==> src/pbh_pkg.sv <==
`timescale 1ns / 1ps
// ----------------------------------------------------------------------------
// pbh_pkg
// Shared types and codes of the binary greyscale image header checker.
// ----------------------------------------------------------------------------
package pbh_pkg;

	localparam int SIZE_BITS = 34;
	localparam int NUM_BITS  = 16;

	localparam logic [2:0] ERR_NONE  = 3'd0;
	localparam logic [2:0] ERR_MAGIC = 3'd1;
	localparam logic [2:0] ERR_SEP   = 3'd2;
	localparam logic [2:0] ERR_OVER  = 3'd3;
	localparam logic [2:0] ERR_TRUNC = 3'd4;
	localparam logic [2:0] ERR_LARGE = 3'd5;

	typedef struct packed {
		logic [7:0] data_byte;
		logic       frame_start;
	} pbh_in_t;

	typedef struct packed {
		logic                 header_ok;
		logic [2:0]           error_code;
		logic [NUM_BITS-1:0]  image_width;
		logic [NUM_BITS-1:0]  image_height;
		logic [NUM_BITS-1:0]  max_value;
		logic [SIZE_BITS-1:0] header_length;
		logic                 two_byte_pixels;
	} pbh_out_t;

	// Verdict request from the parser to the size check. An error code of
	// ERR_NONE means the header is complete and the image size still has
	// to be checked against the file size.
	typedef struct packed {
		logic [2:0]           err;
		logic [NUM_BITS-1:0]  width;
		logic [NUM_BITS-1:0]  height;
		logic [NUM_BITS-1:0]  maxv;
		logic [SIZE_BITS-1:0] hlen;
		logic                 hlen_hi;
	} pbh_req_t;

endpackage

==> src/pgm_binary_header_parser.sv <==
`timescale 1ns / 1ps
// Path: once the byte that decides it is accepted, a verdict passes through
// the input register, parse, size check and result stages to the result side.
// Throughput: one byte per cycle while results are taken; only a stalled
// result with a full pipeline behind it holds off the byte channel.
// Reset: file_size returns to 1, the parser waits for the letter P and the
// pipeline empties. No clearing pass; the block takes bytes right away.
// ----------------------------------------------------------------------------
// pgm_binary_header_parser
// Checks the header of a binary greyscale image file, one byte per transfer,
// and reports at most one verdict per file.
// ----------------------------------------------------------------------------
module pgm_binary_header_parser #(
	parameter int COUNT_BITS = 34
) (
	input  logic                          clk,
	input  logic                          arst_n,
	input  logic                          byte_valid,
	output logic                          byte_stall,
	input  pbh_pkg::pbh_in_t              byte_data,
	output logic                          result_valid,
	input  logic                          result_stall,
	output pbh_pkg::pbh_out_t             result_data,
	input  logic                          cfg_valid,
	output logic                          cfg_ready,
	input  logic [pbh_pkg::SIZE_BITS-1:0] cfg_data
);

	logic [pbh_pkg::SIZE_BITS-1:0] file_size_q;
	logic                          req_valid;
	pbh_pkg::pbh_req_t             req;
	logic                          take;

	assign cfg_ready = 1'b1;

	always_ff @(posedge clk or negedge arst_n) begin
		if (!arst_n) begin
			file_size_q <= pbh_pkg::SIZE_BITS'(1);
		end else if (cfg_valid && cfg_ready) begin
			file_size_q <= cfg_data;
		end
	end

	pbh_parse #(
		.COUNT_BITS(COUNT_BITS)
	) u_parse (
		.clk        (clk),
		.arst_n     (arst_n),
		.byte_valid (byte_valid),
		.byte_stall (byte_stall),
		.byte_data  (byte_data),
		.file_size  (file_size_q),
		.take       (take),
		.req_valid  (req_valid),
		.req        (req)
	);

	pbh_check u_check (
		.clk          (clk),
		.arst_n       (arst_n),
		.req_valid    (req_valid),
		.req          (req),
		.file_size    (file_size_q),
		.take         (take),
		.result_valid (result_valid),
		.result_stall (result_stall),
		.result_data  (result_data)
	);

endmodule

==> src/pbh_parse.sv <==
`timescale 1ns / 1ps
// ----------------------------------------------------------------------------
// pbh_parse
// Input register and header state machine. Each byte updates the parse
// state in one step; a byte that ends the header or fails it leaves a
// verdict request in the stage-two register.
// ----------------------------------------------------------------------------
module pbh_parse #(
	parameter int COUNT_BITS = 34
) (
	input  logic                              clk,
	input  logic                              arst_n,
	input  logic                              byte_valid,
	output logic                              byte_stall,
	input  pbh_pkg::pbh_in_t                  byte_data,
	input  logic [pbh_pkg::SIZE_BITS-1:0]     file_size,
	input  logic                              take,
	output logic                              req_valid,
	output pbh_pkg::pbh_req_t                 req
);

	localparam int CMP_W = (COUNT_BITS > pbh_pkg::SIZE_BITS) ? COUNT_BITS
		: pbh_pkg::SIZE_BITS + 1;

	typedef enum logic [3:0] {
		PH_P, PH_5, PH_SEP0, PH_SKIP_W, PH_WIDTH, PH_SKIP_H, PH_HEIGHT,
		PH_SKIP_M, PH_MAX, PH_DONE
	} phase_t;

	function automatic logic is_ws(input logic [7:0] b);
		return (b == 8'd32) || ((b >= 8'd9) && (b <= 8'd13));
	endfunction

	function automatic logic is_digit(input logic [7:0] b);
		return (b >= 8'd48) && (b <= 8'd57);
	endfunction

	phase_t                  phase_q, ph, ph_n;
	logic [COUNT_BITS-1:0]   count_q, cnt, cnt_n;
	logic [15:0]             acc_q, acc, acc_n;
	logic [15:0]             width_q, wd, wd_n;
	logic [15:0]             height_q, ht, ht_n;
	logic                    v_s1;
	pbh_pkg::pbh_in_t        in_s1;
	logic                    v_s2;
	pbh_pkg::pbh_req_t       req_s2, req_n;
	logic                    en_s1, en_s2, fire;
	logic                    active, ws, dg, fin, emit;
	logic [2:0]              err;
	logic [15:0]             acc_base;
	logic [19:0]             digit_sum;
	logic [CMP_W-1:0]        cnt_ext;

	assign en_s2      = !v_s2 || take;
	assign en_s1      = !v_s1 || en_s2;
	assign byte_stall = !en_s1;
	assign fire       = v_s1 && en_s2;
	assign req_valid  = v_s2;
	assign req        = req_s2;

	always_comb begin
		ph    = in_s1.frame_start ? PH_P : phase_q;
		cnt   = in_s1.frame_start ? '0 : count_q;
		acc   = in_s1.frame_start ? '0 : acc_q;
		wd    = in_s1.frame_start ? '0 : width_q;
		ht    = in_s1.frame_start ? '0 : height_q;
		active = (ph != PH_DONE);
		cnt_n = active ? cnt + COUNT_BITS'(1) : cnt;
		ph_n  = ph;
		acc_n = acc;
		wd_n  = wd;
		ht_n  = ht;
		err   = pbh_pkg::ERR_NONE;
		fin   = 1'b0;
		ws    = is_ws(in_s1.data_byte);
		dg    = is_digit(in_s1.data_byte);
		// A number's first digit starts from an empty accumulator.
		acc_base  = ((ph == PH_SKIP_W) || (ph == PH_SKIP_H) || (ph == PH_SKIP_M))
			? 16'd0 : acc;
		digit_sum = {1'b0, acc_base, 3'b000} + {3'b000, acc_base, 1'b0}
			+ {16'd0, in_s1.data_byte[3:0]};
		unique case (ph)
			PH_P: begin
				if (in_s1.data_byte == 8'h50) ph_n = PH_5;
				else err = pbh_pkg::ERR_MAGIC;
			end
			PH_5: begin
				if (in_s1.data_byte == 8'h35) ph_n = PH_SEP0;
				else err = pbh_pkg::ERR_MAGIC;
			end
			PH_SEP0: begin
				if (ws) ph_n = PH_SKIP_W;
				else err = pbh_pkg::ERR_SEP;
			end
			PH_SKIP_W, PH_SKIP_H, PH_SKIP_M: begin
				if (dg) begin
					acc_n = digit_sum[15:0];
					ph_n  = phase_t'(ph + 4'd1);
				end else if (!ws) begin
					err = pbh_pkg::ERR_SEP;
				end
			end
			PH_WIDTH, PH_HEIGHT, PH_MAX: begin
				if (dg) begin
					if (|digit_sum[19:16]) err = pbh_pkg::ERR_OVER;
					else acc_n = digit_sum[15:0];
				end else if (ws) begin
					if (ph == PH_WIDTH) wd_n = acc;
					if (ph == PH_HEIGHT) ht_n = acc;
					if (ph == PH_MAX) fin = 1'b1;
					else acc_n = '0;
					ph_n = phase_t'(ph + 4'd1);
				end else begin
					err = pbh_pkg::ERR_SEP;
				end
			end
			default: begin
			end
		endcase
		cnt_ext = CMP_W'(cnt_n);
		if (active && !fin && (err == pbh_pkg::ERR_NONE)
			&& (cnt_ext >= CMP_W'(file_size)))
			err = pbh_pkg::ERR_TRUNC;
		emit = active && (fin || (err != pbh_pkg::ERR_NONE));
		if (emit) ph_n = PH_DONE;
		req_n.err     = err;
		req_n.width   = wd;
		req_n.height  = ht;
		req_n.maxv    = acc;
		req_n.hlen    = cnt_ext[pbh_pkg::SIZE_BITS-1:0];
		req_n.hlen_hi = |cnt_ext[CMP_W-1:pbh_pkg::SIZE_BITS];
	end

	always_ff @(posedge clk or negedge arst_n) begin
		if (!arst_n) begin
			phase_q  <= PH_P;
			count_q  <= '0;
			acc_q    <= '0;
			width_q  <= '0;
			height_q <= '0;
			v_s1     <= 1'b0;
			in_s1    <= '0;
			v_s2     <= 1'b0;
			req_s2   <= '0;
		end else begin
			if (byte_valid && en_s1) begin
				v_s1  <= 1'b1;
				in_s1 <= byte_data;
			end else if (fire) begin
				v_s1 <= 1'b0;
			end
			if (fire) begin
				phase_q  <= ph_n;
				count_q  <= cnt_n;
				acc_q    <= acc_n;
				width_q  <= wd_n;
				height_q <= ht_n;
			end
			if (en_s2) begin
				v_s2   <= fire && emit;
				req_s2 <= req_n;
			end
		end
	end

`ifndef SYNTH
	// A request that the size check has not taken must stay put.
	a_req_hold: assert property (@(posedge clk) disable iff (!arst_n)
		v_s2 && !take |=> v_s2 && $stable(req_s2))
		else $error("verdict request changed while waiting");
`endif

endmodule

==> src/pbh_check.sv <==
`timescale 1ns / 1ps
// ----------------------------------------------------------------------------
// pbh_check
// Image size check and result register. One stage forms width times height
// and the bytes left after the header; the next compares them and builds
// the verdict.
// ----------------------------------------------------------------------------
module pbh_check (
	input  logic                              clk,
	input  logic                              arst_n,
	input  logic                              req_valid,
	input  pbh_pkg::pbh_req_t                 req,
	input  logic [pbh_pkg::SIZE_BITS-1:0]     file_size,
	output logic                              take,
	output logic                              result_valid,
	input  logic                              result_stall,
	output pbh_pkg::pbh_out_t                 result_data
);

	logic                              v_s3;
	logic [2:0]                        err_s3;
	logic [15:0]                       w_s3, h_s3, m_s3;
	logic [pbh_pkg::SIZE_BITS-1:0]     hlen_s3, rem_s3;
	logic [31:0]                       prod_s3, prod_c;
	logic                              big_s3;
	logic [pbh_pkg::SIZE_BITS:0]       diff_c;
	logic [32:0]                       img_c;
	logic                              two_c, large_c;
	logic                              out_v_q;
	pbh_pkg::pbh_out_t                 out_q, out_n;
	logic                              en_out;

	assign en_out = !out_v_q || !result_stall;
	assign take   = !v_s3 || en_out;

	assign prod_c = 32'(req.width) * 32'(req.height);
	assign diff_c = {1'b0, file_size} - {1'b0, req.hlen};

	always_comb begin
		two_c   = (m_s3 >= 16'd256);
		img_c   = two_c ? {prod_s3, 1'b0} : {1'b0, prod_s3};
		large_c = big_s3 || ({1'b0, img_c} > rem_s3);
		out_n   = '0;
		if (err_s3 != pbh_pkg::ERR_NONE) begin
			out_n.error_code = err_s3;
		end else if (large_c) begin
			out_n.error_code = pbh_pkg::ERR_LARGE;
		end else begin
			out_n.header_ok       = 1'b1;
			out_n.error_code      = pbh_pkg::ERR_NONE;
			out_n.image_width     = w_s3;
			out_n.image_height    = h_s3;
			out_n.max_value       = m_s3;
			out_n.header_length   = hlen_s3;
			out_n.two_byte_pixels = two_c;
		end
	end

	always_ff @(posedge clk or negedge arst_n) begin
		if (!arst_n) begin
			v_s3    <= 1'b0;
			err_s3  <= pbh_pkg::ERR_NONE;
			w_s3    <= '0;
			h_s3    <= '0;
			m_s3    <= '0;
			hlen_s3 <= '0;
			rem_s3  <= '0;
			prod_s3 <= '0;
			big_s3  <= 1'b0;
			out_v_q <= 1'b0;
			out_q   <= '0;
		end else begin
			if (take) begin
				v_s3    <= req_valid;
				err_s3  <= req.err;
				w_s3    <= req.width;
				h_s3    <= req.height;
				m_s3    <= req.maxv;
				hlen_s3 <= req.hlen;
				rem_s3  <= diff_c[pbh_pkg::SIZE_BITS-1:0];
				// The header alone overruns the file when the count has
				// bits above the size width or the difference went negative.
				big_s3  <= req.hlen_hi || diff_c[pbh_pkg::SIZE_BITS];
				prod_s3 <= prod_c;
			end
			if (en_out) begin
				out_v_q <= v_s3;
				out_q   <= out_n;
			end
		end
	end

	assign result_valid = out_v_q;
	assign result_data  = out_q;

`ifndef SYNTH
	a_fail_zero: assert property (@(posedge clk) disable iff (!arst_n)
		result_valid && !result_data.header_ok |->
		result_data.image_width == 16'd0 && result_data.image_height == 16'd0
		&& result_data.max_value == 16'd0 && result_data.header_length == '0
		&& !result_data.two_byte_pixels)
		else $error("failed verdict carries parsed values");
	a_ok_code: assert property (@(posedge clk) disable iff (!arst_n)
		result_valid |->
		result_data.header_ok == (result_data.error_code == pbh_pkg::ERR_NONE))
		else $error("header_ok disagrees with error code");
	a_two_byte: assert property (@(posedge clk) disable iff (!arst_n)
		result_valid && result_data.header_ok |->
		result_data.two_byte_pixels == (result_data.max_value >= 16'd256))
		else $error("pixel size flag disagrees with max value");
	a_s3_move: assert property (@(posedge clk) disable iff (!arst_n)
		v_s3 && !take |=> v_s3 && $stable(err_s3) && $stable(prod_s3))
		else $error("size check stage lost its item");
`endif

endmodule

==> config.mk <==
export PLATFORM = sky130hd
export DESIGN_NAME = pgm_binary_header_parser
export DESIGN_NICKNAME = d
export VERILOG_FILES = /design/src/pbh_pkg.sv /design/src/pgm_binary_header_parser.sv /design/src/pbh_parse.sv /design/src/pbh_check.sv
export SDC_FILE = /design/constraint.sdc
export NUM_CORES = 2
export LEC_CHECK = 0
export BUFFER_PORTS_ARGS = -buffer_cell sky130_fd_sc_hd__buf_4
export CORE_MARGIN = 5
export CORE_UTILIZATION = 30
export CTS_BUF_LIST = sky130_fd_sc_hd__clkbuf_2
export DETAILED_ROUTE_END_ITERATION = 16
export PLACE_DENSITY = 0.57
export REMOVE_ABC_BUFFERS = 1
export SETUP_SLACK_MARGIN = 0.05
export SYNTH_ARGS = -nofsm -noshare
export SYNTH_HDL_FRONTEND = slang
export SYNTH_SLANG_ARGS = --single-unit
==> constraint.sdc <==
create_clock -name clk -period 7.9 [get_ports clk]
set_input_delay 0.79 -clock clk [delete_from_list [all_inputs] [get_ports clk]]
set_output_delay 0.79 -clock clk [all_outputs]
set_load 0.01 [all_outputs]
Yosys cells after proc, flatten, opt, wreduce, memory -nomap -nowiden
Index checks and enable logic that the tools add are counted.
{"block": "word_totals", "register_bits": 457, "in_bits": 48, "output_inout_bits": 90, "word_cells": 140}
{"block": "op_classes", "add_sub_neg": 5, "mul": 1, "order_cmp": 7, "n_eq_ne": 12, "muxes": 50, "n_reduce_logical": 33}
{"op": "2-to-1 mux 16 bit", "n": 17}
{"op": "2-to-1 mux 83 bit", "n": 2}
{"op": "2-to-1 mux 34 bit", "n": 2}
{"op": "subtractor 34 x 34 -> 35 bit", "n": 1}
{"op": "adder 34 x 1 -> 34 bit, second input constant", "n": 1}
{"op": ">= comparator 34 bit", "n": 1}
{"op": "> comparator 33 x 34 -> 1 bit", "n": 1}
{"op": "2-to-1 mux 33 bit", "n": 1}
{"op": "multiplier 16 x 16 -> 32 bit", "n": 1}
{"op": "2-to-1 mux 4 bit", "n": 8}
{"op": "one-hot mux 16 bit (2 select lines)", "n": 1}
{"op": "adder 19 x 17 -> 20 bit", "n": 1}
{"op": "adder 20 x 4 -> 20 bit", "n": 1}
{"op": "one-hot mux 4 bit (5 select lines)", "n": 1}
{"op": "== test 4 x 3 -> 1 bit, second input constant", "n": 4}
{"op": "== test 8 x 6 -> 1 bit, second input constant", "n": 2}
{"op": ">= comparator 16 x 9 -> 1 bit, second input constant", "n": 1}
{"op": "one-hot mux 3 bit (5 select lines)", "n": 1}
{"op": "2-to-1 mux 3 bit", "n": 4}
{"op": "2-to-1 mux 1 bit", "n": 10}
{"op": "logical AND 1 bit", "n": 9}
{"op": "logical OR 1 bit", "n": 9}
{"op": "== test 4 x 2 -> 1 bit, second input constant", "n": 2}
{"op": "== test 8 x 7 -> 1 bit, second input constant", "n": 1}
{"op": "16 further kinds", "n": 26}

Depth between registers and ports, before layout
{"block": "depth", "depth_word": 19, "mapped_depth": 24, "mapped_depth_nobuf": 23}

Cells and area by module
Synthesis repeated with hierarchy kept, for this count alone.
{"block": "unflattened", "hier_cells": 3525, "hier_area_um2": 32496.2}
{"module": "pbh_check", "instances": 1, "cells_per_inst": 2191, "area_each_um2": 20246.9, "seq_area_each_um2": 6030.8}
{"module": "pbh_parse", "instances": 1, "cells_per_inst": 1260, "area_each_um2": 10819.1, "seq_area_each_um2": 4554.4}
{"module": "pgm_binary_header_parser", "instances": 1, "cells_per_inst": 74, "area_each_um2": 1430.1, "seq_area_each_um2": 852.1}

Least setup slack after synthesis
No wires, ideal clock.
{"block": "synth_path", "path_kind": "register to register", "startpoint": "register u_parse.req_s2 (netlist bit u_parse.req[65])", "endpoint": "register u_check.prod_s3[30]", "setup_time_ns": 0.133, "t_arrival_ns": 6.221, "required_time_ns": 7.767, "slack_ns": 1.546, "path_stages_with_launch": 23, "n_path_buf": 2, "cell_sequence": "dfrtp_1 -> clkbuf_1 -> clkbuf_1 -> nand2_1 -> fa_1 -> fa_1 -> inv_1 -> fa_1 -> inv_1 -> fa_1 -> fa_1 -> inv_1 -> fa_1 -> ha_1 -> a21oi_1 -> o211ai_1 -> a22oi_1 -> a21boi_0 -> o41ai_1 -> o2111ai_1 -> a21oi_1 -> xor2_1 -> o21ai_0"}
{"block": "synth_via", "elab_chain_cells": 1}
{"item": "from (decl)", "line_no": "pbh_parse.sv:46", "text": "pbh_pkg::pbh_req_t req_s2, req_n;"}
{"item": "from (signal assigned)", "line_no": "pbh_parse.sv:161", "text": "req_s2 <= req_n;"}
{"item": "multiplier 16 x 16 -> 32 bit", "line_no": "pbh_check.sv:36", "text": "assign prod_c = 32'(req.width) * 32'(req.height);"}
{"item": "to (signal assigned)", "line_no": "pbh_check.sv:84", "text": "prod_s3 <= prod_c;"}
{"item": "to (decl)", "line_no": "pbh_check.sv:24", "text": "logic [31:0] prod_s3, prod_c;"}
No other way between the ends.
A chain may end at the register's enable or synchronous reset.

Worst setup path in the final report
{"block": "layout_path", "startpoint": "register u_parse.req_s2 (netlist bit u_parse.req[63])", "endpoint": "register u_check.prod_s3[30]"}
Same word-level chain as after synthesis.

==> implementation parameters <==
Parameter                              Value

Setup path
  Arrival time at the worst endpoint ... 8.17 ns
  CP Launch Type ... register
  Crit. End Element ... register
  Maximum fanout along the worst path ... 18
  Chain of cells forming the critical path ... nand2_1 > fa_1 > fa_1 > inv_1 > fa_1 > inv_1 > fa_1 > fa_1 > inv_1 > fa_1 > ha_1 > a21oi_1 > o211ai_1 > a22oi_1 > a21boi_0 > o41ai_1 > o2111ai_1 > a21oi_1 > xor2_1 > o21ai_0
  Start point of the critical path ... u_parse.req[63]
  Max stage delay on crit path ... 0.78 ns
  Standard cell with the maximum stage delay on the critical path ... dfrtp_1
  Reg-to-reg startpoint ... u_parse.req[63]
  Reg-to-reg endpoint ... u_check.prod_s3[30]
  Buffering stage count on the worst path with inverters included ... 3
  Cell occurring most often along the worst timing path ... fa_1
  Worst setup path endpoint ... u_check.prod_s3[30]
  WP data required ... 9.09 ns
  Class of the most critical setup path ... reg2reg
  R2r setup slk ... 0.91 ns
  Worst Reg-to-Reg Cells ... 20
  Instance count on the critical path ... 20
  Cell family contributing the most delay on the critical path ... adder cells

Global route
  Leftover overflow at the end of global routing ... 0
  Total global-route track usage ... between 15 and 20%
  Via count of the first global-routing pass ... 25433
  Largest net degree at the start of global routing ... 121
  Global-route wire length before repair ... 140000 um
  Number of antenna violations at the first check in global routing ... 3

STA
  Final Max Tran Viols ... 0
  Smallest setup slack after layout ... a little over 0.9 ns
  Final hold vios ... 0
  Min Tclk post-route ... 6.99 ns
  Pin slew with the least headroom to its limit ... 1.27 ns
  Worst clock skew ... around 0.14 ns
  Total setup violations reported at the end of the flow ... 0
  Unrepaired setup endpoints after global routing ... no
  Part of the cycle the worst path needs ... 88.4%
  Timing-limited maximum frequency ... 143 MHz
  Worst-case headroom to the max-slew limit ... 13.2%

Clock tree
  Num Clock Sinks ... 457
  Clock tree from TritonCTS ... built
  Root buf cell ... clkbuf_2
  Maximum buffer depth of the clock tree ... 3
  Number of instances resized during post-cts repair ... 0
  Worst-Skew Late Latency ... 1.33 ns
  Clk pin slew, worst setup/hold paths ... 0.11 ns
  Number of levels in the clock H-tree ... 4
  TritonCTS Buffers ... 131

Routing
  Routed WL ... about 86000 um
  Via count ... between 20000 and 25000
  Antenna-violating nets left ... 0
  Via density ... 4.79
  Detail-routed net length per standard cell ... 16.8 um
  Number of DRC markers after the initial detailed-route iteration ... 1382
  Number of iterations in the first detailed-routing pass ... 5
  Number of design rule violations left after detail routing ... 0

Synthesis
  Share of synthesized flip-flops with an asynchronous set or reset ... 100%
  Count of different cell masters after synthesis ... 82
  Post-synthesis instance total ... between 3000 and 4000
  Most used flip-flop cell after synthesis ... dfrtp_1
  Cell area after synthesis ... 31400 sq um
  Syn. warnings ... 0
  Share of synthesized area occupied by flip-flops and latches ... 36.5%
  Yosys reg bits ... about 460
  Number of enable flip-flop cells after synthesis ... 0
  Average cell area after synthesis ... between 9 and 10 sq um

Layout
  Top library cells by usage in the layout, fill and taps aside ... nand2_1 (689), dfrtp_1 (455), inv_1 (356)
  Area Growth Syn to Fin ... 15.1%
  Final non-filler cell total ... 5136
  Most frequent standard cell in the layout excluding fill and tap cells ... nand2_1
  Share of cells above drive strength 1 ... 11.9%
  Final-stage net count ... 4150
  # fillers ... 10760
  Post-route core utilization ... a little over a third

Floorplanning
  Floorplan Core Area ... 104000 sq um
  Die ar. ... around 110000 sq um
  Initial cell density of the core ... 30.3%
  Die span in x ... 333 um
  Die Y-Extent ... 333 um
  Cell Rows ... 118
  Count of boundary I/O pins ... 138

Power
  Max VDD drop ... 0.233 mV
  Areal power density over the cells ... 166 nW/um^2
  LEAKAGE ... 18.4 nW

Placement
  Placer congestion estimate ... 0.882
  Port Buffer Count ... 136
  Pre-CTS worst setup slack ... a little over 0.9 ns
  Post-detailed-placement half-perimeter wirelength ... 62200 um
  Cell count after placement ... 4800

Worst hold path
  Class of the worst hold path ... in2reg

Status
  Result of the run ... completed

Run
  Total of max-cap violations ... 0
## cells in the mapped netlist, types with 4 or more instances
cell type / n / area (sq um)
clkbuf_1: 155 / 582
o21bai_1: 12 / 90.1
or2_2: 5 / 31.3
nor2b_1: 20 / 125
a22o_1: 83 / 727
a31oi_1: 12 / 75.1
a32o_1: 6 / 60.1
nand2_1: 692 / 2600
xor2_1: 40 / 350
xnor2_1: 65 / 569
o221ai_1: 4 / 35.0
ha_1: 238 / 2980
and2_1: 102 / 638
o41ai_1: 5 / 43.8
nor2_1: 167 / 627
a21o_1: 45 / 338
fa_1: 196 / 3920
mux2i_1: 5 / 50.1
o22ai_1: 7 / 43.8
mux2_2: 44 / 495
nand3_1: 35 / 175
dfrtp_1: 456 / 11400
a211o_1: 5 / 43.8
buf_2: 7 / 35.0
o21ai_0: 226 / 1130
a221o_1: 8 / 80.1
nor3b_1: 6 / 45.0
a211oi_1: 11 / 82.6
o211ai_1: 6 / 45.0
o31ai_1: 20 / 150
or3_1: 7 / 43.8
inv_1: 356 / 1340
nand2b_1: 35 / 219
a21boi_0: 4 / 30.0
buf_1: 12 / 45.0
nand4b_1: 4 / 35.0
nand4_1: 22 / 138
nand3b_1: 34 / 255
and3_1: 18 / 113
nor4_1: 6 / 37.5
o21a_1: 5 / 37.5
nor3_1: 37 / 185
a21oi_1: 145 / 726
## per-stage QoR
stage	setup TNS, ns	instance area [sq um]	power [mW]	hold slack, ns
finish	0	36100	6.00	0.221
floorplan	-207.21	30700	3.66	0.440
CTS	0	36100	6.12	0.00265
global route	0	36100	6.45	0.0775
global placement	0	33800	4.18	0.456
detailed placement	0	33800	4.20	0.457
## worst reg2reg max path: cells and delay by family, from the launching register on
kind | cells | cell delay (ns)
XOR/XNOR | 1 | 0.15
adder cells (fa/ha/maj) | 7 | 3.52
AND/OR/NAND/NOR | 1 | 0.18
buffers and inverters | 3 | 0.18
AO/OA/AOI/OAI | 8 | 2.05
flip-flops | 1 | 0.78
## sequential cells by signal, summed over array words and instances (netlist names), 32 cells and up
| signal | count |
|---|---|
| u_check.result_data | 87 |
| u_parse.req | 85 |
| file_size_q | 34 |
| u_check.hlen_s3 | 34 |
| u_check.rem_s3 | 34 |
| u_parse.count_q | 34 |
| u_check.prod_s3 | 32 |
## power breakdown
part	internal, mW	leakage [nW]	switching, mW	total (mW)
clock	0.705	0.866	1.10	1.80
sequential	2.55	6.17	0.178	2.73
combinational	0.531	11.4	0.930	1.46
total	3.79	18.4	2.21	6.00
## worst min-delay path by stage
stage               slack [ns]               to             from  depth (start not counted)
floorplan                 0.44  u_check.h_s3[0]  u_check.h_s3[0]                          2
global placement          0.46  u_check.h_s3[4]  u_check.h_s3[4]                          2
detailed placement        0.46  u_check.h_s3[2]  u_check.h_s3[2]                          2
CTS                      0.003     u_parse.v_s1       byte_valid                          3
global route              0.08     u_parse.v_s1       byte_valid                          3
finish                    0.22     u_parse.v_s1       byte_valid                          3
## cells by family (layout without fill, tap and decap cells)
logic type / Yosys count / in the layout / share of synthesized area, %
simple gates: 1204 / 1204 / 17.2
buf+inv: 534 / 856 / 6.47
fa+ha+maj: 434 / 434 / 22.0
compound gates: 643 / 643 / 13.1
flops: 457 / 457 / 36.5
other cells: 1 / 8 / 0.0120
xor+xnor: 105 / 105 / 2.93
mux: 49 / 49 / 1.74
## area by class of cell
type / count / area [sq um] / area share (%)
Clock inverter: 30 / 230 / 0.638
Inverter: 357 / 1340 / 3.71
Sequential cell: 457 / 11400 / 31.7
Clock buffer: 184 / 921 / 2.55
Multi-Input combinational cell: 2436 / 17900 / 49.7
Tap cell: 1380 / 1730 / 4.79
Antenna cell: 7 / 17.5 / 0.0486
Timing Repair Buffer: 285 / 2470 / 6.85
## per-layer routing
metal	GRT usage, %	part of all wire, %	vias up
li1	-	-	11857
met1	21.3	46	11987
met2	24.6	46	611
met3	2.93	5.1	155
met4	5.80	3.1	0
met5	0	0	-
## what timing repair did
action	4_1_cts	5_1_grt
hold endpoints to repair	209	0
hold buffers	115	0
buffers inserted	0	0
Power figures use the tool's default switching activity.
